**config.mk**
```make
export PLATFORM = sky130hd
export DESIGN_NAME = virtio_pci_transport_registers_top_flat
export DESIGN_NICKNAME = d
export VERILOG_FILES = /design/src/vpci_pkg.sv /design/src/vpci_req_if.sv /design/src/vpci_rsp_if.sv /design/src/virtio_pci_transport_registers_top.sv /design/src/vpci_ram.sv /design/src/vpci_exec.sv /design/src/flat_wrapper.sv
export SDC_FILE = /design/constraint.sdc
export NUM_CORES = 2
export LEC_CHECK = 0
export ABC_AREA = 0
export BUFFER_PORTS_ARGS = -buffer_cell sky130_fd_sc_hd__buf_2
export CAP_MARGIN = 5
export CORE_ASPECT_RATIO = 0.6
export CORE_MARGIN = 3
export CORE_UTILIZATION = 59
export CTS_BUF_LIST = sky130_fd_sc_hd__clkbuf_8
export DETAILED_ROUTE_END_ITERATION = 10
export MAX_ROUTING_LAYER = met4
export PLACE_DENSITY = 0.85
export SLEW_MARGIN = 20
export SYNTH_ARGS = -nofsm -noshare
export SYNTH_HDL_FRONTEND = slang
export SYNTH_SLANG_ARGS = --single-unit
export TNS_END_PERCENT = 10
```
**constraint.sdc**
```tcl
create_clock -name clk_i -period 6.43 [get_ports clk_i]
set_input_delay 0.3215 -clock clk_i [delete_from_list [all_inputs] [get_ports clk_i]]
set_output_delay 0.3215 -clock clk_i [all_outputs]
set_load 0.01 [all_outputs]
```
**src/vpci_pkg.sv**
```systemverilog
package vpci_pkg;

  typedef enum logic [1:0] {
    ACT_READ  = 2'd0,
    ACT_WRITE = 2'd1,
    ACT_IRQ   = 2'd2,
    ACT_RSVD  = 2'd3
  } act_e;

  typedef enum logic [2:0] {
    RC_OK     = 3'd0,
    RC_UNSUP  = 3'd1,
    RC_BADQ   = 3'd2,
    RC_WIDTH  = 3'd3,
    RC_RANGE  = 3'd4,
    RC_ALIGN  = 3'd5
  } rc_e;

  typedef enum logic [1:0] {
    CFG_OFFERED  = 2'd0,
    CFG_QCOUNT   = 2'd1,
    CFG_DCFG_LEN = 2'd2
  } cfg_idx_e;

  localparam logic [2:0] BAR_CFG    = 3'd0;
  localparam logic [2:0] BAR_NOTIFY = 3'd1;

  localparam logic [2:0] W_BYTE = 3'd1;
  localparam logic [2:0] W_HALF = 3'd2;
  localparam logic [2:0] W_WORD = 3'd4;

  localparam logic [11:0] OFF_DEV_FEAT_SEL = 12'h000;
  localparam logic [11:0] OFF_DEV_FEAT     = 12'h004;
  localparam logic [11:0] OFF_DRV_FEAT_SEL = 12'h008;
  localparam logic [11:0] OFF_DRV_FEAT     = 12'h00c;
  localparam logic [11:0] OFF_MSIX_CFG     = 12'h010;
  localparam logic [11:0] OFF_NUM_QUEUES   = 12'h012;
  localparam logic [11:0] OFF_DEV_STATUS   = 12'h014;
  localparam logic [11:0] OFF_CFG_GEN      = 12'h015;
  localparam logic [11:0] OFF_QUEUE_SEL    = 12'h016;
  localparam logic [11:0] OFF_QUEUE_SIZE   = 12'h018;
  localparam logic [11:0] OFF_QUEUE_MSIX   = 12'h01a;
  localparam logic [11:0] OFF_QUEUE_EN     = 12'h01c;
  localparam logic [11:0] OFF_QUEUE_NOTIFY = 12'h01e;
  localparam logic [11:0] OFF_RING_FIRST   = 12'h020;
  localparam logic [11:0] OFF_RING_LAST    = 12'h034;
  localparam logic [11:0] ISR_OFFSET       = 12'h038;
  localparam logic [11:0] DEVCFG_BASE      = 12'h03c;

  localparam int unsigned DRIVER_OK_BIT = 2;
  localparam logic [31:0] FEAT_VERSION_1 = 32'd1;

  typedef struct packed {
    logic [1:0]  action;
    logic [2:0]  bar_index;
    logic [11:0] byte_offset;
    logic [2:0]  width_bytes;
    logic [31:0] write_value;
    logic [7:0]  irq_bits;
  } req_t;

  typedef struct packed {
    logic [31:0] read_value;
    logic [2:0]  result_code;
    logic        ready_pulse;
    logic [31:0] agreed_features;
    logic        cfg_changed_pulse;
    logic [5:0]  cfg_changed_offset;
    logic        doorbell_pulse;
    logic [9:0]  doorbell_queue;
    logic        irq_request;
  } rsp_t;

  typedef struct packed {
    logic [31:0] offered_features;
    logic [4:0]  queue_count;
    logic [6:0]  device_cfg_length;
  } cfg_t;

  typedef struct packed {
    logic [31:0] dev_feat_select;
    logic [31:0] drv_feat_select;
    logic [31:0] drv_features;
    logic [7:0]  dev_status;
    logic [15:0] queue_select;
    logic [7:0]  isr_flags;
  } state_t;

  typedef struct packed {
    logic        qsz_we;
    logic [15:0] qsz_data;
    logic        ring_we;
    logic [31:0] ring_data;
    logic        dcfg_we;
    logic [31:0] dcfg_data;
  } mem_wr_t;

endpackage

```
**src/vpci_req_if.sv**
```systemverilog
interface vpci_req_if;
  logic        valid;
  logic        ready;
  logic [1:0]  action;
  logic [2:0]  bar_index;
  logic [11:0] byte_offset;
  logic [2:0]  width_bytes;
  logic [31:0] write_value;
  logic [7:0]  irq_bits;

  modport source (
    output valid, action, bar_index, byte_offset, width_bytes, write_value, irq_bits,
    input  ready
  );
  modport sink (
    input  valid, action, bar_index, byte_offset, width_bytes, write_value, irq_bits,
    output ready
  );
endinterface

```
**src/vpci_rsp_if.sv**
```systemverilog
interface vpci_rsp_if;
  logic        valid;
  logic        ready;
  logic [31:0] read_value;
  logic [2:0]  result_code;
  logic        ready_pulse;
  logic [31:0] agreed_features;
  logic        cfg_changed_pulse;
  logic [5:0]  cfg_changed_offset;
  logic        doorbell_pulse;
  logic [9:0]  doorbell_queue;
  logic        irq_request;

  modport source (
    output valid, read_value, result_code, ready_pulse, agreed_features,
           cfg_changed_pulse, cfg_changed_offset, doorbell_pulse, doorbell_queue,
           irq_request,
    input  ready
  );
  modport sink (
    input  valid, read_value, result_code, ready_pulse, agreed_features,
           cfg_changed_pulse, cfg_changed_offset, doorbell_pulse, doorbell_queue,
           irq_request,
    output ready
  );
endinterface

```
**src/virtio_pci_transport_registers_top.sv**
```systemverilog
// Channel   Dir  Handshake      Payload
// req_i     in   valid/ready    action, bar_index, byte_offset, width_bytes,
//                               write_value, irq_bits
// rsp_o     out  valid/ready    read_value, result_code, pulses, irq_request
// cfg       in   cfg_we_i       cfg_idx_i, cfg_wdata_i (no wait, no read-back)
//
// One transaction per cycle sustained while results are taken. At accept the
// queue-size, ring-word and device-config memories are read into the execute
// stage, which then executes, writes back and loads the output register.
// After reset a clearing pass zeroes all three memories, one entry per cycle;
// no transaction is accepted until it is done. A stalled result holds the
// execute stage, and outside the clearing pass input ready drops only when
// both the stage and the output are full and the output is not taken.
module virtio_pci_transport_registers_top #(
  parameter int unsigned MAX_QUEUES    = 16,
  parameter int unsigned DEV_CFG_BYTES = 64,
  parameter int unsigned NOTIFY_STRIDE = 4
) (
  input  logic        clk_i,
  input  logic        rst_ni,
  input  logic        cfg_we_i,
  input  logic [1:0]  cfg_idx_i,
  input  logic [31:0] cfg_wdata_i,
  vpci_req_if.sink    req_i,
  vpci_rsp_if.source  rsp_o
);
  import vpci_pkg::*;

  localparam int unsigned RING_DEPTH = MAX_QUEUES * 6;
  localparam int unsigned CFG_ROWS   = (DEV_CFG_BYTES + 3) / 4;
  localparam int unsigned QW = (MAX_QUEUES > 1) ? $clog2(MAX_QUEUES) : 1;
  localparam int unsigned RW = $clog2(RING_DEPTH);
  localparam int unsigned CW = (CFG_ROWS > 1) ? $clog2(CFG_ROWS) : 1;
  localparam int unsigned CLR_DEPTH = (RING_DEPTH > CFG_ROWS) ? RING_DEPTH : CFG_ROWS;
  localparam int unsigned KW = $clog2(CLR_DEPTH);

  // configuration registers
  cfg_t cfg_q;

  always_ff @(posedge clk_i or negedge rst_ni) begin
    if (!rst_ni) begin
      cfg_q.offered_features  <= '0;
      cfg_q.queue_count       <= 5'd1;
      cfg_q.device_cfg_length <= '0;
    end else if (cfg_we_i) begin
      case (cfg_idx_e'(cfg_idx_i))
        CFG_OFFERED:  cfg_q.offered_features  <= cfg_wdata_i;
        CFG_QCOUNT:   cfg_q.queue_count       <= cfg_wdata_i[4:0];
        CFG_DCFG_LEN: cfg_q.device_cfg_length <= cfg_wdata_i[6:0];
        default: ;
      endcase
    end
  end

  // clearing pass
  logic          clearing_q, clearing_d;
  logic [KW-1:0] clr_q, clr_d;

  always_comb begin
    clearing_d = clearing_q;
    clr_d      = clr_q;
    if (clearing_q) begin
      if (32'(clr_q) == CLR_DEPTH - 1) clearing_d = 1'b0;
      else clr_d = clr_q + 1'b1;
    end
  end

  always_ff @(posedge clk_i or negedge rst_ni) begin
    if (!rst_ni) begin
      clearing_q <= 1'b1;
      clr_q      <= '0;
    end else begin
      clearing_q <= clearing_d;
      clr_q      <= clr_d;
    end
  end

  // handshake and pipeline control
  logic   s1_valid_q, s1_valid_d;
  logic   out_valid_q, out_valid_d;
  logic   s1_fire;
  logic   accept;
  logic   in_ready;
  req_t   s1_req_q;
  req_t   req_new;
  state_t st_q, st_d;
  rsp_t   rsp_d, rsp_q;
  mem_wr_t wr;

  assign s1_fire  = s1_valid_q && (!out_valid_q || rsp_o.ready);
  assign in_ready = !clearing_q && (!s1_valid_q || s1_fire);
  assign accept   = req_i.valid && in_ready;
  assign req_i.ready = in_ready;

  assign req_new = '{action:      req_i.action,
                     bar_index:   req_i.bar_index,
                     byte_offset: req_i.byte_offset,
                     width_bytes: req_i.width_bytes,
                     write_value: req_i.write_value,
                     irq_bits:    req_i.irq_bits};

  always_comb begin
    s1_valid_d = s1_valid_q;
    if (accept) s1_valid_d = 1'b1;
    else if (s1_fire) s1_valid_d = 1'b0;
    out_valid_d = out_valid_q;
    if (s1_fire) out_valid_d = 1'b1;
    else if (rsp_o.ready) out_valid_d = 1'b0;
  end

  always_ff @(posedge clk_i or negedge rst_ni) begin
    if (!rst_ni) begin
      s1_valid_q  <= 1'b0;
      out_valid_q <= 1'b0;
      st_q        <= '0;
    end else begin
      s1_valid_q  <= s1_valid_d;
      out_valid_q <= out_valid_d;
      if (s1_fire) st_q <= st_d;
    end
  end

  // read addresses use the queue select as left by the executing transaction
  logic [15:0]   qsel_fwd;
  logic [11:0]   c_new;
  logic [QW-1:0] qsz_raddr, s1_qsz_addr_q;
  logic [RW-1:0] ring_raddr, s1_ring_addr_q;
  logic [CW-1:0] dcfg_raddr, s1_dcfg_row_q;

  assign qsel_fwd   = s1_fire ? st_d.queue_select : st_q.queue_select;
  assign c_new      = req_i.byte_offset - DEVCFG_BASE;
  assign qsz_raddr  = qsel_fwd[QW-1:0];
  assign ring_raddr = RW'({{(RW-QW){1'b0}}, qsel_fwd[QW-1:0]} * RW'(6)
                          + RW'(req_i.byte_offset[4:2]));
  assign dcfg_raddr = c_new[CW+1:2];

  // forward a write-back that lands on the entry read in the same cycle
  logic        qsz_hit_q, ring_hit_q, dcfg_hit_q;
  logic [15:0] qsz_byp_q;
  logic [31:0] ring_byp_q, dcfg_byp_q;

  always_ff @(posedge clk_i) begin
    if (accept) begin
      s1_req_q       <= req_new;
      s1_qsz_addr_q  <= qsz_raddr;
      s1_ring_addr_q <= ring_raddr;
      s1_dcfg_row_q  <= dcfg_raddr;
      qsz_hit_q      <= s1_fire && wr.qsz_we && (qsz_raddr == s1_qsz_addr_q);
      ring_hit_q     <= s1_fire && wr.ring_we && (ring_raddr == s1_ring_addr_q);
      dcfg_hit_q     <= s1_fire && wr.dcfg_we && (dcfg_raddr == s1_dcfg_row_q);
      qsz_byp_q      <= wr.qsz_data;
      ring_byp_q     <= wr.ring_data;
      dcfg_byp_q     <= wr.dcfg_data;
    end
  end

  // memories: clearing pass owns the write port until done
  logic          qsz_we, ring_we, dcfg_we;
  logic [QW-1:0] qsz_waddr;
  logic [RW-1:0] ring_waddr;
  logic [CW-1:0] dcfg_waddr;
  logic [15:0]   qsz_wdata, qsz_mem_rd, qsz_rd;
  logic [31:0]   ring_wdata, ring_mem_rd, ring_rd;
  logic [31:0]   dcfg_wdata, dcfg_mem_rd, dcfg_rd;

  always_comb begin
    if (clearing_q) begin
      qsz_we     = 32'(clr_q) < MAX_QUEUES;
      ring_we    = 32'(clr_q) < RING_DEPTH;
      dcfg_we    = 32'(clr_q) < CFG_ROWS;
      qsz_waddr  = clr_q[QW-1:0];
      ring_waddr = clr_q[RW-1:0];
      dcfg_waddr = clr_q[CW-1:0];
      qsz_wdata  = '0;
      ring_wdata = '0;
      dcfg_wdata = '0;
    end else begin
      qsz_we     = s1_fire && wr.qsz_we;
      ring_we    = s1_fire && wr.ring_we;
      dcfg_we    = s1_fire && wr.dcfg_we;
      qsz_waddr  = s1_qsz_addr_q;
      ring_waddr = s1_ring_addr_q;
      dcfg_waddr = s1_dcfg_row_q;
      qsz_wdata  = wr.qsz_data;
      ring_wdata = wr.ring_data;
      dcfg_wdata = wr.dcfg_data;
    end
  end

  vpci_ram #(.WIDTH(16), .DEPTH(MAX_QUEUES)) u_qsz_ram (
    .clk_i   (clk_i),
    .we_i    (qsz_we),
    .waddr_i (qsz_waddr),
    .wdata_i (qsz_wdata),
    .re_i    (accept),
    .raddr_i (qsz_raddr),
    .rdata_o (qsz_mem_rd)
  );

  vpci_ram #(.WIDTH(32), .DEPTH(RING_DEPTH)) u_ring_ram (
    .clk_i   (clk_i),
    .we_i    (ring_we),
    .waddr_i (ring_waddr),
    .wdata_i (ring_wdata),
    .re_i    (accept),
    .raddr_i (ring_raddr),
    .rdata_o (ring_mem_rd)
  );

  vpci_ram #(.WIDTH(32), .DEPTH(CFG_ROWS)) u_dcfg_ram (
    .clk_i   (clk_i),
    .we_i    (dcfg_we),
    .waddr_i (dcfg_waddr),
    .wdata_i (dcfg_wdata),
    .re_i    (accept),
    .raddr_i (dcfg_raddr),
    .rdata_o (dcfg_mem_rd)
  );

  assign qsz_rd  = qsz_hit_q  ? qsz_byp_q  : qsz_mem_rd;
  assign ring_rd = ring_hit_q ? ring_byp_q : ring_mem_rd;
  assign dcfg_rd = dcfg_hit_q ? dcfg_byp_q : dcfg_mem_rd;

  // execute stage: decode, modify, write back
  vpci_exec #(
    .MAX_QUEUES    (MAX_QUEUES),
    .DEV_CFG_BYTES (DEV_CFG_BYTES),
    .NOTIFY_STRIDE (NOTIFY_STRIDE)
  ) u_exec (
    .req_i      (s1_req_q),
    .cfg_i      (cfg_q),
    .st_i       (st_q),
    .qsz_rd_i   (qsz_rd),
    .ring_rd_i  (ring_rd),
    .dcfg_rd_i  (dcfg_rd),
    .dcfg_row_i (s1_dcfg_row_q),
    .st_o       (st_d),
    .rsp_o      (rsp_d),
    .wr_o       (wr)
  );

  // output register
  always_ff @(posedge clk_i) begin
    if (s1_fire) rsp_q <= rsp_d;
  end

  assign rsp_o.valid              = out_valid_q;
  assign rsp_o.read_value         = rsp_q.read_value;
  assign rsp_o.result_code        = rsp_q.result_code;
  assign rsp_o.ready_pulse        = rsp_q.ready_pulse;
  assign rsp_o.agreed_features    = rsp_q.agreed_features;
  assign rsp_o.cfg_changed_pulse  = rsp_q.cfg_changed_pulse;
  assign rsp_o.cfg_changed_offset = rsp_q.cfg_changed_offset;
  assign rsp_o.doorbell_pulse     = rsp_q.doorbell_pulse;
  assign rsp_o.doorbell_queue     = rsp_q.doorbell_queue;
  assign rsp_o.irq_request        = rsp_q.irq_request;

  // assertions
  a_no_accept_clear: assert property (@(posedge clk_i) disable iff (!rst_ni)
    (req_i.valid && req_i.ready) |-> !clearing_q)
    else $error("transaction accepted during clearing pass");

  a_one_pulse: assert property (@(posedge clk_i) disable iff (!rst_ni)
    rsp_o.valid |-> $onehot0({rsp_o.ready_pulse, rsp_o.cfg_changed_pulse,
                              rsp_o.doorbell_pulse, rsp_o.irq_request}))
    else $error("more than one event pulse in a result");

  a_pulse_ok: assert property (@(posedge clk_i) disable iff (!rst_ni)
    (rsp_o.valid && (rsp_o.ready_pulse || rsp_o.cfg_changed_pulse || rsp_o.doorbell_pulse))
    |-> (rsp_o.result_code == RC_OK))
    else $error("event pulse with failing result code");

  a_accept_slot: assert property (@(posedge clk_i) disable iff (!rst_ni)
    (req_i.valid && req_i.ready) |=> s1_valid_q)
    else $error("accepted transaction lost before execute");

endmodule

```
**src/vpci_ram.sv**
```systemverilog
module vpci_ram #(
  parameter int unsigned WIDTH = 32,
  parameter int unsigned DEPTH = 16,
  localparam int unsigned AW = (DEPTH > 1) ? $clog2(DEPTH) : 1
) (
  input  logic             clk_i,
  input  logic             we_i,
  input  logic [AW-1:0]    waddr_i,
  input  logic [WIDTH-1:0] wdata_i,
  input  logic             re_i,
  input  logic [AW-1:0]    raddr_i,
  output logic [WIDTH-1:0] rdata_o
);

  logic [WIDTH-1:0] mem [DEPTH];
  logic [WIDTH-1:0] rdata_q;

  always_ff @(posedge clk_i) begin
    if (we_i) begin
      mem[waddr_i] <= wdata_i;
    end
  end

  // read-before-write; the caller forwards same-entry hits
  always_ff @(posedge clk_i) begin
    if (re_i) begin
      rdata_q <= mem[raddr_i];
    end
  end

  assign rdata_o = rdata_q;

endmodule

```
**src/vpci_exec.sv**
```systemverilog
module vpci_exec #(
  parameter int unsigned MAX_QUEUES    = 16,
  parameter int unsigned DEV_CFG_BYTES = 64,
  parameter int unsigned NOTIFY_STRIDE = 4,
  localparam int unsigned CFG_ROWS = (DEV_CFG_BYTES + 3) / 4,
  localparam int unsigned CW = (CFG_ROWS > 1) ? $clog2(CFG_ROWS) : 1
) (
  input  vpci_pkg::req_t   req_i,
  input  vpci_pkg::cfg_t   cfg_i,
  input  vpci_pkg::state_t st_i,
  input  logic [15:0]      qsz_rd_i,
  input  logic [31:0]      ring_rd_i,
  input  logic [31:0]      dcfg_rd_i,
  input  logic [CW-1:0]    dcfg_row_i,
  output vpci_pkg::state_t st_o,
  output vpci_pkg::rsp_t   rsp_o,
  output vpci_pkg::mem_wr_t wr_o
);
  import vpci_pkg::*;

  // reciprocal of the notify stride, exact for every 12-bit offset
  localparam logic [24:0] NS_RECIP = 25'((2**24 + NOTIFY_STRIDE - 1) / NOTIFY_STRIDE);

  logic [10:0] eff_q;
  logic [12:0] eff_len;
  logic        q_ok;
  logic [11:0] off;
  logic [11:0] c_off;
  logic        in_dcfg;
  logic        in_ring;
  logic        w_ok;
  logic [2:0]  w;
  logic [31:0] v;
  logic [3:0]  be;
  logic [31:0] wd;
  logic [31:0] merged;
  rc_e         rc;
  logic [31:0] val;
  logic [36:0] ns_prod;
  logic [11:0] ns_quo;
  logic [11:0] ns_rem;

  always_comb begin
    eff_q   = (32'(cfg_i.queue_count) < MAX_QUEUES) ? 11'(cfg_i.queue_count)
                                                    : 11'(MAX_QUEUES);
    eff_len = (32'(cfg_i.device_cfg_length) < DEV_CFG_BYTES)
              ? 13'(cfg_i.device_cfg_length) : 13'(DEV_CFG_BYTES);
    q_ok    = st_i.queue_select < 16'(eff_q);
    off     = req_i.byte_offset;
    c_off   = off - DEVCFG_BASE;
    in_dcfg = (off >= DEVCFG_BASE) && ({1'b0, c_off} < eff_len);
    in_ring = (off >= OFF_RING_FIRST) && (off <= OFF_RING_LAST);
    w       = req_i.width_bytes;
    v       = req_i.write_value;
    w_ok    = (w == W_BYTE) || (w == W_HALF) || (w == W_WORD);

    // split the notify offset into doorbell index and remainder
    ns_prod = 37'(off) * 37'(NS_RECIP);
    ns_quo  = ns_prod[35:24];
    ns_rem  = off - 12'(32'(ns_quo) * NOTIFY_STRIDE);

    // place write bytes inside the 4-byte row
    if (w == W_BYTE) begin
      be = 4'b0001 << c_off[1:0];
      wd = {4{v[7:0]}};
    end else if (w == W_HALF) begin
      be = c_off[1] ? 4'b1100 : 4'b0011;
      wd = {2{v[15:0]}};
    end else begin
      be = 4'b1111;
      wd = v;
    end
    for (int k = 0; k < 4; k++) begin
      if (be[k] && ((32'(dcfg_row_i) * 4 + k) < DEV_CFG_BYTES)) begin
        merged[8*k +: 8] = wd[8*k +: 8];
      end else begin
        merged[8*k +: 8] = dcfg_rd_i[8*k +: 8];
      end
    end

    st_o  = st_i;
    rsp_o = '0;
    wr_o  = '0;
    wr_o.qsz_data  = v[15:0];
    wr_o.ring_data = v;
    wr_o.dcfg_data = merged;
    rc  = RC_UNSUP;
    val = '0;

    unique case (act_e'(req_i.action))
      ACT_READ: begin
        if (req_i.bar_index == BAR_CFG) begin
          if (off < ISR_OFFSET) begin
            if (in_ring) begin
              rc  = q_ok ? RC_OK : RC_BADQ;
              val = ring_rd_i;
            end else begin
              rc = RC_OK;
              case (off)
                OFF_DEV_FEAT_SEL: val = st_i.dev_feat_select;
                OFF_DEV_FEAT: begin
                  if (st_i.dev_feat_select == 32'd1) val = FEAT_VERSION_1;
                  else if (st_i.dev_feat_select != '0) val = '0;
                  else val = cfg_i.offered_features;
                end
                OFF_DRV_FEAT_SEL: val = st_i.drv_feat_select;
                OFF_DRV_FEAT: val = (st_i.drv_feat_select != '0) ? '0 : st_i.drv_features;
                OFF_MSIX_CFG, OFF_CFG_GEN, OFF_QUEUE_MSIX, OFF_QUEUE_EN: val = '0;
                OFF_NUM_QUEUES: val = 32'(cfg_i.queue_count);
                OFF_DEV_STATUS: val = 32'(st_i.dev_status);
                OFF_QUEUE_SEL: val = 32'(st_i.queue_select);
                OFF_QUEUE_SIZE: begin
                  rc  = q_ok ? RC_OK : RC_BADQ;
                  val = 32'(qsz_rd_i);
                end
                OFF_QUEUE_NOTIFY: begin
                  rc  = q_ok ? RC_OK : RC_BADQ;
                  val = 32'(st_i.queue_select);
                end
                default: rc = RC_UNSUP;
              endcase
            end
          end else if (off == ISR_OFFSET) begin
            rc  = RC_OK;
            val = 32'(st_i.isr_flags);
            st_o.isr_flags = '0;
          end else if (in_dcfg && w_ok) begin
            rc = RC_OK;
            if (w == W_BYTE) val = 32'(dcfg_rd_i >> (8 * c_off[1:0])) & 32'h0000_00ff;
            else if (w == W_HALF) val = 32'(dcfg_rd_i >> (16 * c_off[1])) & 32'h0000_ffff;
            else val = dcfg_rd_i;
          end
        end
      end
      ACT_WRITE: begin
        if (req_i.bar_index == BAR_CFG) begin
          if (off < ISR_OFFSET) begin
            if (in_ring) begin
              if (w != W_WORD) rc = RC_WIDTH;
              else if (!q_ok) rc = RC_BADQ;
              else begin
                rc = RC_OK;
                wr_o.ring_we = 1'b1;
              end
            end else begin
              case (off)
                OFF_DEV_FEAT_SEL: begin
                  rc = (w == W_WORD) ? RC_OK : RC_WIDTH;
                  if (w == W_WORD) st_o.dev_feat_select = v;
                end
                OFF_DRV_FEAT_SEL: begin
                  rc = (w == W_WORD) ? RC_OK : RC_WIDTH;
                  if (w == W_WORD) st_o.drv_feat_select = v;
                end
                OFF_DRV_FEAT: begin
                  rc = (w == W_WORD) ? RC_OK : RC_WIDTH;
                  if ((w == W_WORD) && (st_i.drv_feat_select == '0)) st_o.drv_features = v;
                end
                OFF_DEV_STATUS: begin
                  if (w != W_BYTE) rc = RC_WIDTH;
                  else begin
                    rc = RC_OK;
                    st_o.dev_status = v[7:0];
                    if (v[DRIVER_OK_BIT]) begin
                      rsp_o.ready_pulse     = 1'b1;
                      rsp_o.agreed_features = cfg_i.offered_features & st_i.drv_features;
                    end
                  end
                end
                OFF_QUEUE_SEL: begin
                  if (w != W_HALF) rc = RC_WIDTH;
                  else if (v[15:0] >= 16'(eff_q)) rc = RC_RANGE;
                  else begin
                    rc = RC_OK;
                    st_o.queue_select = v[15:0];
                  end
                end
                OFF_QUEUE_SIZE: begin
                  if (w != W_HALF) rc = RC_WIDTH;
                  else if (!q_ok) rc = RC_BADQ;
                  else begin
                    rc = RC_OK;
                    wr_o.qsz_we = 1'b1;
                  end
                end
                OFF_MSIX_CFG, OFF_QUEUE_MSIX, OFF_QUEUE_EN: rc = RC_OK;
                default: rc = RC_UNSUP;
              endcase
            end
          end else if (in_dcfg && w_ok) begin
            rc = RC_OK;
            wr_o.dcfg_we = 1'b1;
            rsp_o.cfg_changed_pulse  = 1'b1;
            rsp_o.cfg_changed_offset = c_off[5:0];
          end
        end else if (req_i.bar_index == BAR_NOTIFY) begin
          if (ns_rem != '0) rc = RC_ALIGN;
          else begin
            rc = RC_OK;
            rsp_o.doorbell_pulse = 1'b1;
            rsp_o.doorbell_queue = ns_quo[9:0];
          end
        end
      end
      ACT_IRQ: begin
        rc = RC_OK;
        st_o.isr_flags = st_i.isr_flags | req_i.irq_bits;
        rsp_o.irq_request = (st_i.isr_flags | req_i.irq_bits) != '0;
      end
      ACT_RSVD: rc = RC_UNSUP;
    endcase

    rsp_o.result_code = rc;
    rsp_o.read_value  = (rc == RC_OK) ? val : '0;
  end

endmodule
```
**src/flat_wrapper.sv**
```systemverilog
// flat-port wrapper written by rule: the top's interface ports become plain ports
module virtio_pci_transport_registers_top_flat import vpci_pkg::*;
#(
  parameter int unsigned MAX_QUEUES    = 16,
  parameter int unsigned DEV_CFG_BYTES = 64,
  parameter int unsigned NOTIFY_STRIDE = 4
)
  (clk_i, rst_ni, cfg_we_i, cfg_idx_i, cfg_wdata_i, req_i_valid, req_i_action, req_i_bar_index, req_i_byte_offset, req_i_width_bytes, req_i_write_value, req_i_irq_bits, req_i_ready, rsp_o_valid, rsp_o_read_value, rsp_o_result_code, rsp_o_ready_pulse, rsp_o_agreed_features, rsp_o_cfg_changed_pulse, rsp_o_cfg_changed_offset, rsp_o_doorbell_pulse, rsp_o_doorbell_queue, rsp_o_irq_request, rsp_o_ready);
  vpci_req_if req_i_i ();
  vpci_rsp_if rsp_o_i ();
  input  logic clk_i;
  input  logic rst_ni;
  input  logic cfg_we_i;
  input  logic [1:0] cfg_idx_i;
  input  logic [31:0] cfg_wdata_i;
  input wire logic [$bits(req_i_i.valid)-1:0] req_i_valid;
  input wire logic [$bits(req_i_i.action)-1:0] req_i_action;
  input wire logic [$bits(req_i_i.bar_index)-1:0] req_i_bar_index;
  input wire logic [$bits(req_i_i.byte_offset)-1:0] req_i_byte_offset;
  input wire logic [$bits(req_i_i.width_bytes)-1:0] req_i_width_bytes;
  input wire logic [$bits(req_i_i.write_value)-1:0] req_i_write_value;
  input wire logic [$bits(req_i_i.irq_bits)-1:0] req_i_irq_bits;
  output wire logic [$bits(req_i_i.ready)-1:0] req_i_ready;
  output wire logic [$bits(rsp_o_i.valid)-1:0] rsp_o_valid;
  output wire logic [$bits(rsp_o_i.read_value)-1:0] rsp_o_read_value;
  output wire logic [$bits(rsp_o_i.result_code)-1:0] rsp_o_result_code;
  output wire logic [$bits(rsp_o_i.ready_pulse)-1:0] rsp_o_ready_pulse;
  output wire logic [$bits(rsp_o_i.agreed_features)-1:0] rsp_o_agreed_features;
  output wire logic [$bits(rsp_o_i.cfg_changed_pulse)-1:0] rsp_o_cfg_changed_pulse;
  output wire logic [$bits(rsp_o_i.cfg_changed_offset)-1:0] rsp_o_cfg_changed_offset;
  output wire logic [$bits(rsp_o_i.doorbell_pulse)-1:0] rsp_o_doorbell_pulse;
  output wire logic [$bits(rsp_o_i.doorbell_queue)-1:0] rsp_o_doorbell_queue;
  output wire logic [$bits(rsp_o_i.irq_request)-1:0] rsp_o_irq_request;
  input wire logic [$bits(rsp_o_i.ready)-1:0] rsp_o_ready;
  assign req_i_i.valid = req_i_valid;
  assign req_i_i.action = req_i_action;
  assign req_i_i.bar_index = req_i_bar_index;
  assign req_i_i.byte_offset = req_i_byte_offset;
  assign req_i_i.width_bytes = req_i_width_bytes;
  assign req_i_i.write_value = req_i_write_value;
  assign req_i_i.irq_bits = req_i_irq_bits;
  assign req_i_ready = req_i_i.ready;
  assign rsp_o_valid = rsp_o_i.valid;
  assign rsp_o_read_value = rsp_o_i.read_value;
  assign rsp_o_result_code = rsp_o_i.result_code;
  assign rsp_o_ready_pulse = rsp_o_i.ready_pulse;
  assign rsp_o_agreed_features = rsp_o_i.agreed_features;
  assign rsp_o_cfg_changed_pulse = rsp_o_i.cfg_changed_pulse;
  assign rsp_o_cfg_changed_offset = rsp_o_i.cfg_changed_offset;
  assign rsp_o_doorbell_pulse = rsp_o_i.doorbell_pulse;
  assign rsp_o_doorbell_queue = rsp_o_i.doorbell_queue;
  assign rsp_o_irq_request = rsp_o_i.irq_request;
  assign rsp_o_i.ready = rsp_o_ready;
  virtio_pci_transport_registers_top #(.MAX_QUEUES(MAX_QUEUES), .DEV_CFG_BYTES(DEV_CFG_BYTES), .NOTIFY_STRIDE(NOTIFY_STRIDE)) u_core (.clk_i(clk_i), .rst_ni(rst_ni), .cfg_we_i(cfg_we_i), .cfg_idx_i(cfg_idx_i), .cfg_wdata_i(cfg_wdata_i), .req_i(req_i_i), .rsp_o(rsp_o_i));
endmodule
```
==> impl_metrics.py <==
metrics = {
    "logic_synthesis": {
        "ys_seq_area_frac": 0.766,
        "ys.warnings.count": 0,
        "synth_top_cell_area_share": 0.739,
        "synthTopCellsByArea": "edfxtp_1 (74%), mux4_2 (15%), dfrtp_1 (2.7%), mux2_2 (1.3%), mux2i_1 (1.2%)",
        "yosysMostFrequentCell": "edfxtp_1",
        "synthDistinctLibCells": 81,
        "syn-cell-area_mm2": 0.169,
        "synth_edf_count": 4148,
        "syn-num-nets": 7867,
        "async_flop_share": 0.0420,
        "synth_commonest_cells": "edfxtp_1 (4148), mux4_2 (1126), nand2_1 (359), clkbuf_1 (303), nor2_1 (211)",
        "synth_ff_type": "edfxtp_1",
        "synthCells": 7740,
        "synthDominantAreaCellType": "edfxtp_1",
        "avgSynthCellArea_um2": 21.8,
        "synth_seq_cells": 4330,
    },
    "setup_path": {
        "crit_path_start_kind": "flop",
        "arrival_ns": 7.23,
        "path_delay_family": "simple AND/OR/NAND/NOR gates",
        "path_buf_inv": 3,
        "crit_required_ns": 7.21,
        "endpoint_kind": "flop",
        "crit_chain": "nor4_1 -> nand3_1 -> a2111oi_4 -> mux2_2 -> nor2b_2 -> or2_1 -> ha_1 -> nand2_1 -> or2_2 -> nand2_1 -> xnor2_2 -> buf_12 -> buf_4 -> mux2i_1 -> buf_4 -> mux2_1 -> o21ai_1",
        "slowest_delay_ns": 0.93,
        "critPathSlowestCell": "nor4_1",
        "critPathKind": "reg -> reg",
        "path_max_fanout": 41,
    },
    "routing": {
        "routed_via_density": 7.20,
        "drt_first_iter_violations": 19300,
        "ant_nets": 0,
        "drc_errors": 0,
        "routed_wl_mm": 496,
        "vias": 92800,
        "wl_per_cell_um": 38.5,
        "first_pass_iters": 10,
    },
    "sta": {
        "fin_crit_sh": 1.00,
        "worst_slew_pin_slew_ns": 1.31,
        "finClkSkew_ns": 0.0682,
        "hold_viol": 0,
        "report.final.slew_viol_count": 0,
        "slew_headroom": 0.119,
        "setup-violations-final": 1,
        "rsz0062_at_grt": "false",
        "min_period_ns": 6.45,
        "fin_setup_tns_ns": -0.0151,
        "fmax_ghz": 0.155,
        "worst_slack_ns": -0.0151,
    },
    "cells_and_area": {
        "nFillCells": 16100,
        "drive_gt1_frac": 0.310,
        "final-instance-count-excl-fill": 12900,
        "final_net_count": 8777,
        "syn_to_final_growth_pct": 12.6,
    },
    "clock_tree": {
        "clk_pin_slew_ns": 0.07,
        "htree_num_levels": 6,
        "clock-sinks": 4330,
        "cts_setup_buffers": 0,
        "root_buffer": "clkbuf_8",
        "clk_latency_ns": 1.08,
        "cts_tree": "done",
        "clock_path_buffers": 4,
        "cts_buffers": 577,
    },
    "power_and_ir_drop": {
        "p_int_w": 0.0418,
        "peakVddDrop_v": 0.000254,
        "switching_share": 0.234,
        "pwr_density_cell_mw_per_mm2": 288,
        "p_leak_nw": 62.0,
        "p_clk_frac": 0.358,
        "p_sw_w": 0.0128,
        "seqPwrFrac": 0.579,
        "power_w": 0.0546,
        "p_comb_frac": 0.063,
    },
    "run": {
        "maxCapViolCount": 0,
    },
    "placement": {
        "place.gp.congestion": 1.02,
        "place_inst": 11700,
        "port-buffer-count": 187,
        "dp_slack_ns": 0.137,
        "hpwl_mm": 304,
    },
    "run_status": {
        "status": "finished, violations left",
        "violations": "setup timing",
    },
    "die": {
        "die_area_mm2": 0.292,
        "fp.dieW_um": 696,
        "row_count": 151,
        "die_h_um": 420,
        "start_util": 0.595,
        "coreArea_mm2": 0.283,
        "ios": 188,
    },
    "global_route": {
        "grt_pass1_vias": 90300,
        "overflow": 0,
        "grt_pass1_wl_mm": 690,
        "antenna_found_initial": 49,
        "grt_max_degree": 100,
        "track_usage": 0.349,
    },
    "hold_path": {
        "hold_path.class": "in -> reg",
    },
}
==> metal layers <==
metal | GRT usage | share of wire
met5 | - | 0
met4 | 0.107 | 0.037
met1 | 0.488 | 0.34
met2 | 0.462 | 0.43
met3 | 0.157 | 0.19
==> power groups by stage <==
stage          clock (W)  sequential [W]  combinational, W
3_3_place_gp           0          0.0322           0.00304
3_5_place_dp           0          0.0322           0.00319
4_1_cts           0.0195          0.0316           0.00329
6_report          0.0195          0.0316           0.00345
5_1_grt           0.0207          0.0316           0.00356
2_1_floorplan          0          0.0322           0.00177
==> registers in the layout, indices dropped and copies added, names as in the netlist, 4 cells and up <==
name                             cells
u_core.s1_ring_addr_q                6
u_core.st_q                        128
u_core.s1_req_q                     60
u_core.cfg_q                        44
u_core.dcfg_byp_q                   32
u_core.rsp_o.doorbell_queue         10
u_core.u_ring_ram.rdata_o           32
u_core.s1_dcfg_row_q                 4
u_core.rsp_o.read_value             32
u_core.s1_qsz_addr_q                 4
u_core.u_dcfg_ram.mem              512
u_core.ring_byp_q                   32
u_core.clr_q                         7
u_core.rsp_o.agreed_features        32
u_core.u_ring_ram.mem             3072
u_core.u_dcfg_ram.rdata_o           32
u_core.u_qsz_ram.rdata_o            16
u_core.u_qsz_ram.mem               256
u_core.rsp_o.cfg_changed_offset      6
==> worst register-to-register path: cells and delay by family (launching register included) <==
family,cells,cell delay [ns]
and+or+nand+nor,7,2.39
muxes,3,1.07
adders and majority gates,1,0.40
buffers and inverters,3,0.99
DFF,1,0.42
xor gates and xnor gates,1,0.17
AOI/OAI and AO/OA,2,0.76
==> cell type report <==
type | instances | area, µm² | area share
Clock buffer | 614 | 8450 | 0.0445
Sequential cell | 4330 | 129000 | 0.680
Antenna cell | 60 | 150 | 0.000791
Inverter | 39 | 148 | 0.000778
Clock inverter | 386 | 1880 | 0.00991
Timing Repair Buffer | 751 | 6370 | 0.0336
Multi-Input combinational cell | 2951 | 38900 | 0.205
Tap cell | 3748 | 4690 | 0.0247
==> metrics by stage <==
step	util	cell area, µm²	hold slack (ns)
after CTS	0.668	189000	0.00766
after global routing	0.670	190000	0.0505
after detailed placement	0.627	177000	0.487
final	0.670	190000	0.0702
after floorplan	-	169000	0.0259
after global placement	0.626	177000	0.468
==> cell families after synthesis <==
kind of cell             after synthesis  share of synthesized area
flip-flops                          4330                      0.766
adder cells (fa/ha/maj)               28                    0.00212
XOR/XNOR                              29                    0.00162
buffers and inverters                459                     0.0105
multiplexers                        1550                      0.177
AND/OR/NAND/NOR                      969                     0.0269
AO/OA/AOI/OAI                        375                     0.0155
==> cells in the final DEF, fill, tap and decap left out, drive strengths merged, types with 53 or more instances in the layout <==
cell,Yosys,routed
edfxtp,4148,4148
mux4,1126,1126
clkbuf,303,614
buf,117,604
nand2,359,359
inv,38,236
mux2,229,229
nor2,211,211
mux2i,195,195
dfrtp,180,180
clkinv,1,166
dlygate4sd3,0,147
nand3,95,95
o21ai,76,76
a21oi,75,75
diode,0,60
nor2b,55,55
and2,53,53
==> worst paths after layout <==
kind                                           from                            end  slack (ns)  cells after the start
worst max-delay path            u_core.s1_req_q[23]  u_core.u_ring_ram.rdata_o[29]       -0.02                     17
worst min-delay path                cfg_wdata_i[16]               u_core.cfg_q[28]        0.07                      3
worst max register to register  u_core.s1_req_q[23]  u_core.u_ring_ram.rdata_o[29]       -0.02                     17
worst min register to register      u_core.st_q[31]                u_core.st_q[31]        0.51                      1
max in group asynchronous                    rst_ni               u_core.cfg_q[36]        5.30                      4
min in group asynchronous                    rst_ni                u_core.cfg_q[7]        0.44                      3
==> timing repair <==
action,CTS,global route
setup endpoints to repair,0,4
hold endpoints to repair,199,0
hold buffers,148,0
resized for setup,0,3
Note: power is estimated with default switching activity, not from simulation.
